File: src/rtl/srtf_pkg.sv
// ----------------------------------------------------------------------------
// srtf_pkg
// Shared types and constants for the shortest-remaining-time scheduler.
// ----------------------------------------------------------------------------
package srtf_pkg;

  localparam int unsigned DEFAULT_MAX_JOBS  = 8;
  localparam int unsigned DEFAULT_TIME_BITS = 16;

  localparam int unsigned OPC_W     = 2;
  localparam int unsigned SLOT_W    = 3;
  localparam int unsigned IN_TIME_W = 16;
  localparam int unsigned CNT_W     = 4;
  localparam int unsigned SUM_W     = 32;

  localparam logic [CNT_W-1:0] PCOUNT_RESET = 4'd1;

  typedef enum logic [OPC_W-1:0] {
    OP_LOAD    = 2'd0,
    OP_TICK    = 2'd1,
    OP_RESTART = 2'd2,
    OP_NOP     = 2'd3
  } opcode_e;

  typedef enum logic [2:0] {
    ST_IDLE,
    ST_SCAN,
    ST_DRAIN,
    ST_EXEC,
    ST_WAITC,
    ST_ACCUM,
    ST_RESP
  } state_e;

  // Controller to datapath
  typedef struct packed {
    logic accept;
    logic load;
    logic restart;
    logic scan_init;
    logic scan_issue;
    logic exec;
    logic idle_tick;
    logic calc_wait;
    logic accum;
    logic out_load;
  } cmd_t;

  // Datapath to controller
  typedef struct packed {
    logic scan_last;
    logic found;
    logic will_finish;
    logic out_free;
  } sts_t;

endpackage

File: src/rtl/srtf_ctrl.sv
// ----------------------------------------------------------------------------
// srtf_ctrl
// Sequencer: accepts transactions and steps the datapath through a tick.
// ----------------------------------------------------------------------------
module srtf_ctrl (
  input  logic                          clk_i,
  input  logic                          rst_ni,
  input  logic                          in_valid_i,
  input  logic [srtf_pkg::OPC_W-1:0]    in_opcode_i,
  output logic                          in_ready_o,
  input  srtf_pkg::sts_t                sts_i,
  output srtf_pkg::cmd_t                cmd_o
);
  import srtf_pkg::*;

  state_e state_q, state_d;

  always_ff @(posedge clk_i or negedge rst_ni) begin
    if (!rst_ni) begin
      state_q <= ST_IDLE;
    end else begin
      state_q <= state_d;
    end
  end

  always_comb begin
    state_d    = state_q;
    cmd_o      = '0;
    in_ready_o = 1'b0;
    unique case (state_q)
      ST_IDLE: begin
        in_ready_o = 1'b1;
        if (in_valid_i) begin
          cmd_o.accept = 1'b1;
          state_d      = ST_RESP;
          unique case (opcode_e'(in_opcode_i))
            OP_LOAD:    cmd_o.load = 1'b1;
            OP_TICK: begin
              cmd_o.scan_init = 1'b1;
              state_d         = ST_SCAN;
            end
            OP_RESTART: cmd_o.restart = 1'b1;
            OP_NOP:     ;
            default:    ;
          endcase
        end
      end
      ST_SCAN: begin
        cmd_o.scan_issue = 1'b1;
        if (sts_i.scan_last) begin
          state_d = ST_DRAIN;
        end
      end
      ST_DRAIN: state_d = ST_EXEC;
      ST_EXEC: begin
        if (!sts_i.found) begin
          cmd_o.idle_tick = 1'b1;
          state_d         = ST_RESP;
        end else begin
          cmd_o.exec = 1'b1;
          state_d    = sts_i.will_finish ? ST_WAITC : ST_RESP;
        end
      end
      ST_WAITC: begin
        cmd_o.calc_wait = 1'b1;
        state_d         = ST_ACCUM;
      end
      ST_ACCUM: begin
        cmd_o.accum = 1'b1;
        state_d     = ST_RESP;
      end
      ST_RESP: begin
        if (sts_i.out_free) begin
          cmd_o.out_load = 1'b1;
          state_d        = ST_IDLE;
        end
      end
      default: state_d = ST_IDLE;
    endcase
  end

endmodule

File: src/rtl/srtf_dp.sv
// ----------------------------------------------------------------------------
// srtf_dp
// Job stores, minimum scan, time and sum arithmetic, output register.
// ----------------------------------------------------------------------------
module srtf_dp #(
  parameter int unsigned MAX_JOBS  = srtf_pkg::DEFAULT_MAX_JOBS,
  parameter int unsigned TIME_BITS = srtf_pkg::DEFAULT_TIME_BITS
) (
  input  logic                            clk_i,
  input  logic                            rst_ni,
  input  srtf_pkg::cmd_t                  cmd_i,
  output srtf_pkg::sts_t                  sts_o,
  input  logic [srtf_pkg::SLOT_W-1:0]     in_slot_i,
  input  logic [srtf_pkg::IN_TIME_W-1:0]  in_arrival_i,
  input  logic [srtf_pkg::IN_TIME_W-1:0]  in_burst_i,
  input  logic                            cfg_we_i,
  input  logic [srtf_pkg::CNT_W-1:0]      cfg_wdata_i,
  output logic                            out_valid_o,
  input  logic                            out_ready_i,
  output logic [srtf_pkg::SLOT_W-1:0]     out_ran_slot_o,
  output logic                            out_idle_o,
  output logic                            out_finished_o,
  output logic [srtf_pkg::SUM_W-1:0]      out_finish_time_o,
  output logic [srtf_pkg::SUM_W-1:0]      out_total_wait_o,
  output logic [srtf_pkg::SUM_W-1:0]      out_total_tat_o,
  output logic                            out_all_done_o
);
  import srtf_pkg::*;

  // Only eight slots are addressable by the slot field
  localparam int unsigned SLOTS = (MAX_JOBS < 8) ? MAX_JOBS : 8;
  localparam int unsigned IDX_W = $clog2(SLOTS);
  localparam int unsigned LD_W  = (TIME_BITS < IN_TIME_W) ? TIME_BITS : IN_TIME_W;
  localparam int unsigned TAT_W = SUM_W + 1;

  localparam logic [SUM_W-1:0] SUM_MAX = {SUM_W{1'b1}};
  localparam logic [CNT_W-1:0] CNT_MAX = {CNT_W{1'b1}};

  logic [TIME_BITS-1:0] arr_mem [SLOTS];
  logic [TIME_BITS-1:0] bur_mem [SLOTS];
  logic [TIME_BITS-1:0] rem_mem [SLOTS];
  logic [SLOTS-1:0]     written_q;

  logic [IDX_W-1:0]     idx_q, rd_idx_q;
  logic                 rd_vld_q, rd_written_q;
  logic [TIME_BITS-1:0] rd_arr_q, rd_bur_q, rd_rem_q;

  logic                 found_q;
  logic [IDX_W-1:0]     best_idx_q;
  logic [TIME_BITS-1:0] best_arr_q, best_bur_q, best_rem_q;

  logic [SUM_W-1:0]     time_q, wsum_q, tsum_q;
  logic [CNT_W-1:0]     fcnt_q, pcnt_q;
  logic [TAT_W-1:0]     tat_q, wt_q;

  logic [SLOT_W-1:0]    res_slot_q;
  logic                 res_idle_q, res_fin_q;
  logic [SUM_W-1:0]     res_ftime_q;

  logic                 out_valid_q;

  logic                 load_ok, rem_we, cand, better, will_finish;
  logic [IDX_W-1:0]     ld_idx, rem_wa;
  logic [TIME_BITS-1:0] ld_arr, ld_bur, rem_wd;
  logic [SUM_W-1:0]     time_inc;
  logic [TAT_W+1:0]     wsum_add, tsum_add;

  // Load address and values, masked to the stored width
  assign load_ok = cmd_i.load && ({1'b0, in_slot_i} < (SLOT_W + 1)'(SLOTS));
  assign ld_idx  = in_slot_i[IDX_W-1:0];
  assign ld_arr  = TIME_BITS'(in_arrival_i[LD_W-1:0]);
  assign ld_bur  = TIME_BITS'(in_burst_i[LD_W-1:0]);

  assign rem_we = load_ok || cmd_i.exec;
  assign rem_wa = cmd_i.exec ? best_idx_q : ld_idx;
  assign rem_wd = cmd_i.exec ? (best_rem_q - TIME_BITS'(1)) : ld_bur;

  always_ff @(posedge clk_i) begin
    if (load_ok) begin
      arr_mem[ld_idx] <= ld_arr;
      bur_mem[ld_idx] <= ld_bur;
    end
    if (rem_we) begin
      rem_mem[rem_wa] <= rem_wd;
    end
    if (cmd_i.scan_issue) begin
      rd_arr_q <= arr_mem[idx_q];
      rd_bur_q <= bur_mem[idx_q];
      rd_rem_q <= rem_mem[idx_q];
    end
  end

  // Unwritten slots read as having no work
  always_ff @(posedge clk_i or negedge rst_ni) begin
    if (!rst_ni) begin
      written_q <= '0;
    end else if (load_ok) begin
      written_q[ld_idx] <= 1'b1;
    end
  end

  // Scan sequencing
  always_ff @(posedge clk_i or negedge rst_ni) begin
    if (!rst_ni) begin
      idx_q    <= '0;
      rd_vld_q <= 1'b0;
    end else begin
      rd_vld_q <= cmd_i.scan_issue;
      if (cmd_i.scan_init) begin
        idx_q <= '0;
      end else if (cmd_i.scan_issue) begin
        idx_q <= idx_q + IDX_W'(1);
      end
    end
  end

  always_ff @(posedge clk_i) begin
    if (cmd_i.scan_issue) begin
      rd_idx_q     <= idx_q;
      rd_written_q <= written_q[idx_q];
    end
  end

  // Runnable and strictly shorter: ties keep the lower slot
  assign cand   = rd_written_q && (rd_rem_q != '0) && (SUM_W'(rd_arr_q) <= time_q);
  assign better = cand && (!found_q || (rd_rem_q < best_rem_q));

  always_ff @(posedge clk_i or negedge rst_ni) begin
    if (!rst_ni) begin
      found_q <= 1'b0;
    end else if (cmd_i.scan_init) begin
      found_q <= 1'b0;
    end else if (rd_vld_q && better) begin
      found_q <= 1'b1;
    end
  end

  always_ff @(posedge clk_i) begin
    if (rd_vld_q && better) begin
      best_idx_q <= rd_idx_q;
      best_arr_q <= rd_arr_q;
      best_bur_q <= rd_bur_q;
      best_rem_q <= rd_rem_q;
    end
  end

  assign will_finish = (best_rem_q == TIME_BITS'(1));
  assign time_inc    = (time_q == SUM_MAX) ? SUM_MAX : time_q + SUM_W'(1);

  assign tsum_add = (TAT_W + 2)'(tsum_q) + (TAT_W + 2)'(tat_q);
  assign wsum_add = (TAT_W + 2)'(wsum_q) + (TAT_W + 2)'(wt_q);

  // Time, counts and sums
  always_ff @(posedge clk_i or negedge rst_ni) begin
    if (!rst_ni) begin
      time_q <= '0;
      fcnt_q <= '0;
      wsum_q <= '0;
      tsum_q <= '0;
      pcnt_q <= PCOUNT_RESET;
    end else begin
      if (cfg_we_i) begin
        pcnt_q <= cfg_wdata_i;
      end
      if (cmd_i.restart) begin
        time_q <= '0;
        fcnt_q <= '0;
        wsum_q <= '0;
        tsum_q <= '0;
      end else begin
        if (cmd_i.exec || cmd_i.idle_tick) begin
          time_q <= time_inc;
        end
        if (cmd_i.accum) begin
          tsum_q <= (tsum_add[TAT_W+1:SUM_W] != '0) ? SUM_MAX : tsum_add[SUM_W-1:0];
          wsum_q <= (wsum_add[TAT_W+1:SUM_W] != '0) ? SUM_MAX : wsum_add[SUM_W-1:0];
          if (fcnt_q != CNT_MAX) begin
            fcnt_q <= fcnt_q + CNT_W'(1);
          end
        end
      end
    end
  end

  // Completion arithmetic; turnaround uses the unsaturated end time
  always_ff @(posedge clk_i) begin
    if (cmd_i.exec) begin
      tat_q <= {1'b0, time_q} + TAT_W'(1) - TAT_W'(best_arr_q);
    end
    if (cmd_i.calc_wait) begin
      wt_q <= (tat_q > TAT_W'(best_bur_q)) ? (tat_q - TAT_W'(best_bur_q)) : '0;
    end
  end

  // Per-item result fields
  always_ff @(posedge clk_i) begin
    if (cmd_i.accept) begin
      res_slot_q  <= '0;
      res_idle_q  <= 1'b0;
      res_fin_q   <= 1'b0;
      res_ftime_q <= '0;
    end else if (cmd_i.idle_tick) begin
      res_idle_q <= 1'b1;
    end else if (cmd_i.exec) begin
      res_slot_q  <= SLOT_W'(best_idx_q);
      res_fin_q   <= will_finish;
      res_ftime_q <= will_finish ? time_inc : '0;
    end
  end

  // Output register
  always_ff @(posedge clk_i or negedge rst_ni) begin
    if (!rst_ni) begin
      out_valid_q <= 1'b0;
    end else if (cmd_i.out_load) begin
      out_valid_q <= 1'b1;
    end else if (out_ready_i) begin
      out_valid_q <= 1'b0;
    end
  end

  always_ff @(posedge clk_i) begin
    if (cmd_i.out_load) begin
      out_ran_slot_o    <= res_slot_q;
      out_idle_o        <= res_idle_q;
      out_finished_o    <= res_fin_q;
      out_finish_time_o <= res_ftime_q;
      out_total_wait_o  <= wsum_q;
      out_total_tat_o   <= tsum_q;
      out_all_done_o    <= (fcnt_q >= pcnt_q);
    end
  end

  assign out_valid_o       = out_valid_q;
  assign sts_o.scan_last   = (idx_q == IDX_W'(SLOTS - 1));
  assign sts_o.found       = found_q;
  assign sts_o.will_finish = will_finish;
  assign sts_o.out_free    = !out_valid_q || out_ready_i;

endmodule

File: src/rtl/shortest_remaining_time_scheduler.sv
// ----------------------------------------------------------------------------
// shortest_remaining_time_scheduler
// Preemptive shortest-remaining-time-first scheduler with turnaround and
// waiting-time accounting.
// ----------------------------------------------------------------------------
//
//  Channel   Direction  Handshake                     Payload
//  s_axis    in         s_axis_tvalid/s_axis_tready   tuser opcode, tdata job
//  m_axis    out        m_axis_tvalid/m_axis_tready   tuser flags, tdata result
//  cfg       in         cfg_we_i (no wait)            process_count
//
//  A tick transaction scans S = min(MAX_JOBS, 8) slots: one slot of the
//  job stores is read per cycle over a single read port, then execute and
//  respond; a tick that completes a job adds a waiting-time subtract step
//  and a saturating accumulation step. Load, restart and no-operation
//  transactions go straight from acceptance to the response step.
//  Reset is asynchronous and active low; job stores need no clearing, a
//  per-slot written flag stands in for the zero remaining time.
//  The result register decouples the two sides: a new transaction is taken
//  while a result still waits on m_axis_tready; only the response step holds.
//
module shortest_remaining_time_scheduler #(
  parameter int unsigned MAX_JOBS  = srtf_pkg::DEFAULT_MAX_JOBS,
  parameter int unsigned TIME_BITS = srtf_pkg::DEFAULT_TIME_BITS
) (
  input  logic                          clk_i,
  input  logic                          rst_ni,
  input  logic                          s_axis_tvalid,
  output logic                          s_axis_tready,
  // [1:0] opcode
  input  logic [1:0]                    s_axis_tuser,
  // [2:0] slot, [18:3] arrival, [34:19] burst, [39:35] zero
  input  logic [39:0]                   s_axis_tdata,
  output logic                          m_axis_tvalid,
  input  logic                          m_axis_tready,
  // [0] idle, [1] finished
  output logic [1:0]                    m_axis_tuser,
  // [2:0] ran_slot, [34:3] finish_time, [66:35] total_wait,
  // [98:67] total_turnaround, [99] all_done, [103:100] zero
  output logic [103:0]                  m_axis_tdata,
  input  logic                          cfg_we_i,
  input  logic [srtf_pkg::CNT_W-1:0]    cfg_wdata_i
);
  import srtf_pkg::*;

  cmd_t cmd;
  sts_t sts;

  logic [SLOT_W-1:0] ran_slot;
  logic              idle, finished, all_done;
  logic [SUM_W-1:0]  finish_time, total_wait, total_tat;

  // Sequencer: owns the input handshake
  srtf_ctrl u_ctrl (
    .clk_i       (clk_i),
    .rst_ni      (rst_ni),
    .in_valid_i  (s_axis_tvalid),
    .in_opcode_i (s_axis_tuser),
    .in_ready_o  (s_axis_tready),
    .sts_i       (sts),
    .cmd_o       (cmd)
  );

  // Datapath: stores, scan, arithmetic and the result register
  srtf_dp #(
    .MAX_JOBS  (MAX_JOBS),
    .TIME_BITS (TIME_BITS)
  ) u_dp (
    .clk_i             (clk_i),
    .rst_ni            (rst_ni),
    .cmd_i             (cmd),
    .sts_o             (sts),
    .in_slot_i         (s_axis_tdata[2:0]),
    .in_arrival_i      (s_axis_tdata[18:3]),
    .in_burst_i        (s_axis_tdata[34:19]),
    .cfg_we_i          (cfg_we_i),
    .cfg_wdata_i       (cfg_wdata_i),
    .out_valid_o       (m_axis_tvalid),
    .out_ready_i       (m_axis_tready),
    .out_ran_slot_o    (ran_slot),
    .out_idle_o        (idle),
    .out_finished_o    (finished),
    .out_finish_time_o (finish_time),
    .out_total_wait_o  (total_wait),
    .out_total_tat_o   (total_tat),
    .out_all_done_o    (all_done)
  );

  // Pack the result transaction
  assign m_axis_tuser = {finished, idle};
  assign m_axis_tdata = {4'b0000, all_done, total_tat, total_wait, finish_time, ran_slot};

  // The sequencer is not ready in the cycle after it accepts a transaction
  a_accept_blocks: assert property (@(posedge clk_i) disable iff (!rst_ni)
    (s_axis_tvalid && s_axis_tready) |=> !s_axis_tready)
    else $error("input taken on consecutive cycles");

  // An idle tick never reports a running or finished job
  a_idle_clean: assert property (@(posedge clk_i) disable iff (!rst_ni)
    (m_axis_tvalid && m_axis_tuser[0]) |->
      (!m_axis_tuser[1] && (m_axis_tdata[2:0] == 3'd0)))
    else $error("idle result carries a job");

  // A completion always carries a non-zero end time
  a_finish_time: assert property (@(posedge clk_i) disable iff (!rst_ni)
    (m_axis_tvalid && m_axis_tuser[1]) |-> (m_axis_tdata[34:3] != 32'd0))
    else $error("completion with zero end time");

  // A result is shown only after the response step
  a_out_from_resp: assert property (@(posedge clk_i) disable iff (!rst_ni)
    ($rose(m_axis_tvalid)) |-> $past(cmd.out_load))
    else $error("result valid without a response step");

endmodule
File: config.mk
export PLATFORM = sky130hd
export DESIGN_NAME = shortest_remaining_time_scheduler
export DESIGN_NICKNAME = d
export VERILOG_FILES = /design/src/rtl/srtf_pkg.sv /design/src/rtl/srtf_ctrl.sv /design/src/rtl/srtf_dp.sv /design/src/rtl/shortest_remaining_time_scheduler.sv
export SDC_FILE = /design/constraint.sdc
export NUM_CORES = 1
export LEC_CHECK = 0
export ABC_AREA = 1
export BUFFER_PORTS_ARGS = -buffer_cell sky130_fd_sc_hd__clkbuf_2
export CAP_MARGIN = 20
export CORE_MARGIN = 10
export CORE_UTILIZATION = 30
export CTS_CLUSTER_SIZE = 30
export DETAILED_ROUTE_END_ITERATION = 16
export PLACE_DENSITY_LB_ADDON = 0.3
export SYNTH_ARGS = -nofsm -noshare
export SYNTH_HDL_FRONTEND = slang
export SYNTH_SLANG_ARGS = --single-unit
File: constraint.sdc
create_clock -name clk_i -period 7.75 [get_ports clk_i]
set_input_delay 0 -clock clk_i [delete_from_list [all_inputs] [get_ports clk_i]]
set_output_delay 0 -clock clk_i [all_outputs]
set_load 0.01 [all_outputs]
==> metrics.cfg <==
[sta]
rsz0062_at_grt=no
final.setup.worst_slack_ps=4120
fmax_mhz=275
setup_tns_ps=0
period_needed_ps=3630
tightest_slew_ps=1070
fin_skew_ps=60.8
slew_violations=0
setup_viol=0
finalHoldViolCount=0
slew_headroom=0.287
fin_crit_sh=0.469

[setup_path]
endpoint=u_dp.rd_arr_q[9]$_DFFE_PP_
r2r_cells=6
timing.rr.end=u_dp.rd_arr_q[9]$_DFFE_PP_
path_max_fanout=107
r2r_start=u_dp.idx_q[0]$_DFFE_PN0P_
crit_path_start=u_dp.idx_q[0]$_DFFE_PN0P_
cp.arrival_ps=4040
crit_type=reg -> reg
start_kind=register
critical_path.endpoint_type=register
required_ps=8160
r2r_slack_ps=4120

[routing]
drt_iter0_markers=2069
wl_met3_um=5560
routed-wl-met2_um=55100
drc=0
wl_met1_um=50500
via_per_inst=4.69
routed.top_layer=met5
vias=30100
drtPass1Iterations=5
drt-total-wl_um=114000
detail-route-antenna-nets=0
wl_per_cell_um=17.8

[floorplanning]
coreArea_um2=136000
ioPinCount=159
die_h_um=390
fp.dieW_um=390
rows=135
start_util=0.303
die-area_um2=152000

[final_layout]
nNetsFinal=4809
final_cell_mix=1,085 x nand2_1, 655 x edfxtp_1, 552 x nor2_1
nFillCells=13700
area_growth_pct=15.3
drive_gt1_frac=0.106
final_common_cell=nand2_1

[hold_path]
min_path_type=in -> reg

[place]
post-place-ws_ps=4180
dpl.hpwl_um=80100
numPortBuffers=149
gp_congestion=0.904

[cts]
clk_latency_ps=720
cts_buffer_depth=3
cts-resized-gates=0
clk_pin_slew_ps=60
post_cts_buffers=0
numCtsBuffers=90
clock_sinks=813
root_buffer=clkbuf_16
hold_buffers=59
cts_tree=done
h-tree-depth=3

[global_routing]
grt_start_max_net_pins=108
grt_use_total=0.146
antenna_found_initial=14
grt_pass1_vias=29000
grt_pass1_wl_um=175000
gr-total-overflow=0

[synthesis]
ys.flop_type=edfxtp_1
synth_edf_count=655
synth-seq-area-share=0.569
ys_warn_count=0
async_reset_ff_frac=0.149
ys_seq_elements=813
syn-mean-instance-area_um2=9.46
syn_inst=4352
synth_cell_types=60
syn_area_um2=41200

[flow_run]
maxCapViolCount=0

[power]
ir_worst_vdd_uv=199
power_leakage_nw=19.5
power-per-cell-area_nw_per_um2=378

[outcome]
status=completed

[registers in the layout, indices dropped and copies added, names as in the netlist, 32 cells and up]
| signal | flops |
|---|---|
| u_dp.out_finish_time_o | 32 |
| u_dp.out_total_wait_o | 32 |
| u_dp.tsum_q | 32 |
| u_dp.wsum_q | 32 |
| u_dp.wt_q | 33 |
| u_dp.res_ftime_q | 32 |
| u_dp.arr_mem | 128 |
| u_dp.out_total_tat_o | 32 |
| u_dp.rem_mem | 128 |
| u_dp.time_q | 32 |
| u_dp.tat_q | 33 |
| u_dp.bur_mem | 128 |
[power by group]
group / switching, W / internal, W
registers: 0.000618 / 0.00571
clock network: 0.00183 / 0.00240
logic: 0.00499 / 0.00241
[layout make-up]
| cell class | instances | area (um2) | area share |
|---|---|---|---|
| Antenna cell | 2 | 5.00 | 0.000105 |
| Clock buffer | 118 | 2400 | 0.0505 |
| Sequential cell | 813 | 23400 | 0.494 |
| Inverter | 477 | 1790 | 0.0378 |
| Tap cell | 1781 | 2230 | 0.0469 |
| Multi-Input combinational cell | 2933 | 15400 | 0.324 |
| Timing Repair Buffer | 248 | 1720 | 0.0362 |
| Clock inverter | 47 | 524 | 0.0110 |
[worst min-delay path by stage]
stage,start,end,slack [ps],cells after the start
2_1_floorplan,rst_ni,u_ctrl.state_q[0]$_DFFE_PN0P_,-300,0
3_3_place_gp,rst_ni,u_dp.tsum_q[22]$_DFFE_PN0P_,80,1
3_5_place_dp,rst_ni,u_dp.tsum_q[22]$_DFFE_PN0P_,80,1
4_1_cts,s_axis_tdata[12],u_dp.arr_mem[1][9]$_DFFE_PP_,60,2
5_1_grt,s_axis_tdata[15],u_dp.arr_mem[5][12]$_DFFE_PP_,100,2
6_report,s_axis_tdata[15],u_dp.arr_mem[7][12]$_DFFE_PP_,110,2
[cell usage after synthesis, types with 4 or more instances]
library cell	n	area share
o21ai_1	23	0.0028
nand3b_1	20	0.0036
buf_2	18	0.0022
buf_1	17	0.0015
nand2_1	1085	0.099
inv_2	42	0.0038
o22ai_1	49	0.0074
ha_1	191	0.058
o21bai_1	7	0.0013
a21oi_1	184	0.022
nor4_1	10	0.0015
buf_12	6	0.0029
and2_1	9	0.0014
nand3_2	60	0.015
inv_1	432	0.039
nor3_1	44	0.0053
nor2_2	10	0.0015
xor2_1	46	0.0098
nand4_1	27	0.0041
nor2_1	563	0.051
nand2_2	16	0.0024
dfxtp_1	37	0.018
dfrtp_1	120	0.073
o21ai_0	291	0.035
buf_4	18	0.0033
and3_1	7	0.0011
a31oi_1	52	0.0079
xnor2_1	38	0.0081
fa_1	4	0.0019
o21a_1	5	0.00091
nand3_1	134	0.016
or2_2	13	0.0020
edfxtp_1	655	0.48
clkbuf_1	72	0.0066
nor3_2	4	0.00097
[kinds of logic (layout without fill, tap and decap cells)]
logic type / Yosys count / after routing / share of synthesized area
other: 1 / 6 / 0.0000911
AOI/OAI and AO/OA: 630 / 630 / 0.0821
xor gates and xnor gates: 84 / 84 / 0.0179
DFF: 813 / 813 / 0.569
and+or+nand+nor: 2019 / 2019 / 0.210
buffers and inverters: 609 / 890 / 0.0603
muxes: 1 / 1 / 0.000273
adders and majority gates: 195 / 195 / 0.0600
[critical path, cell delays in order (launching register included)]
cell and delay (ps):
dfrtp_4 690, inv_4 830, buf_4 810, o21ai_0 160, o22ai_1 200, nor2_1 60, a31oi_1 460
[per-stage QoR]
| step | instances | hold slack, ps | total power [W] | util | area, um2 |
|---|---|---|---|---|---|
| final | 6419 | 112 | 0.0180 | 0.349 | 47500 |
| after global routing | 6418 | 96.4 | 0.0193 | 0.349 | 47500 |
| after CTS | 6416 | 59.9 | 0.0181 | 0.349 | 47400 |
| after detailed placement | 6192 | 81.7 | 0.0138 | 0.323 | 43900 |
| after global placement | 6190 | 78.9 | 0.0137 | 0.323 | 43900 |
| after floorplan | 4355 | -296 | 0.0117 | - | 41200 |
[layer usage]
layer	vias up	track usage
li1	15000	-
met1	14200	0.189
met2	647	0.250
met3	173	0.0265
met4	12	0.0410
met5	-	0
Note: power is estimated with default switching activity, not from simulation.
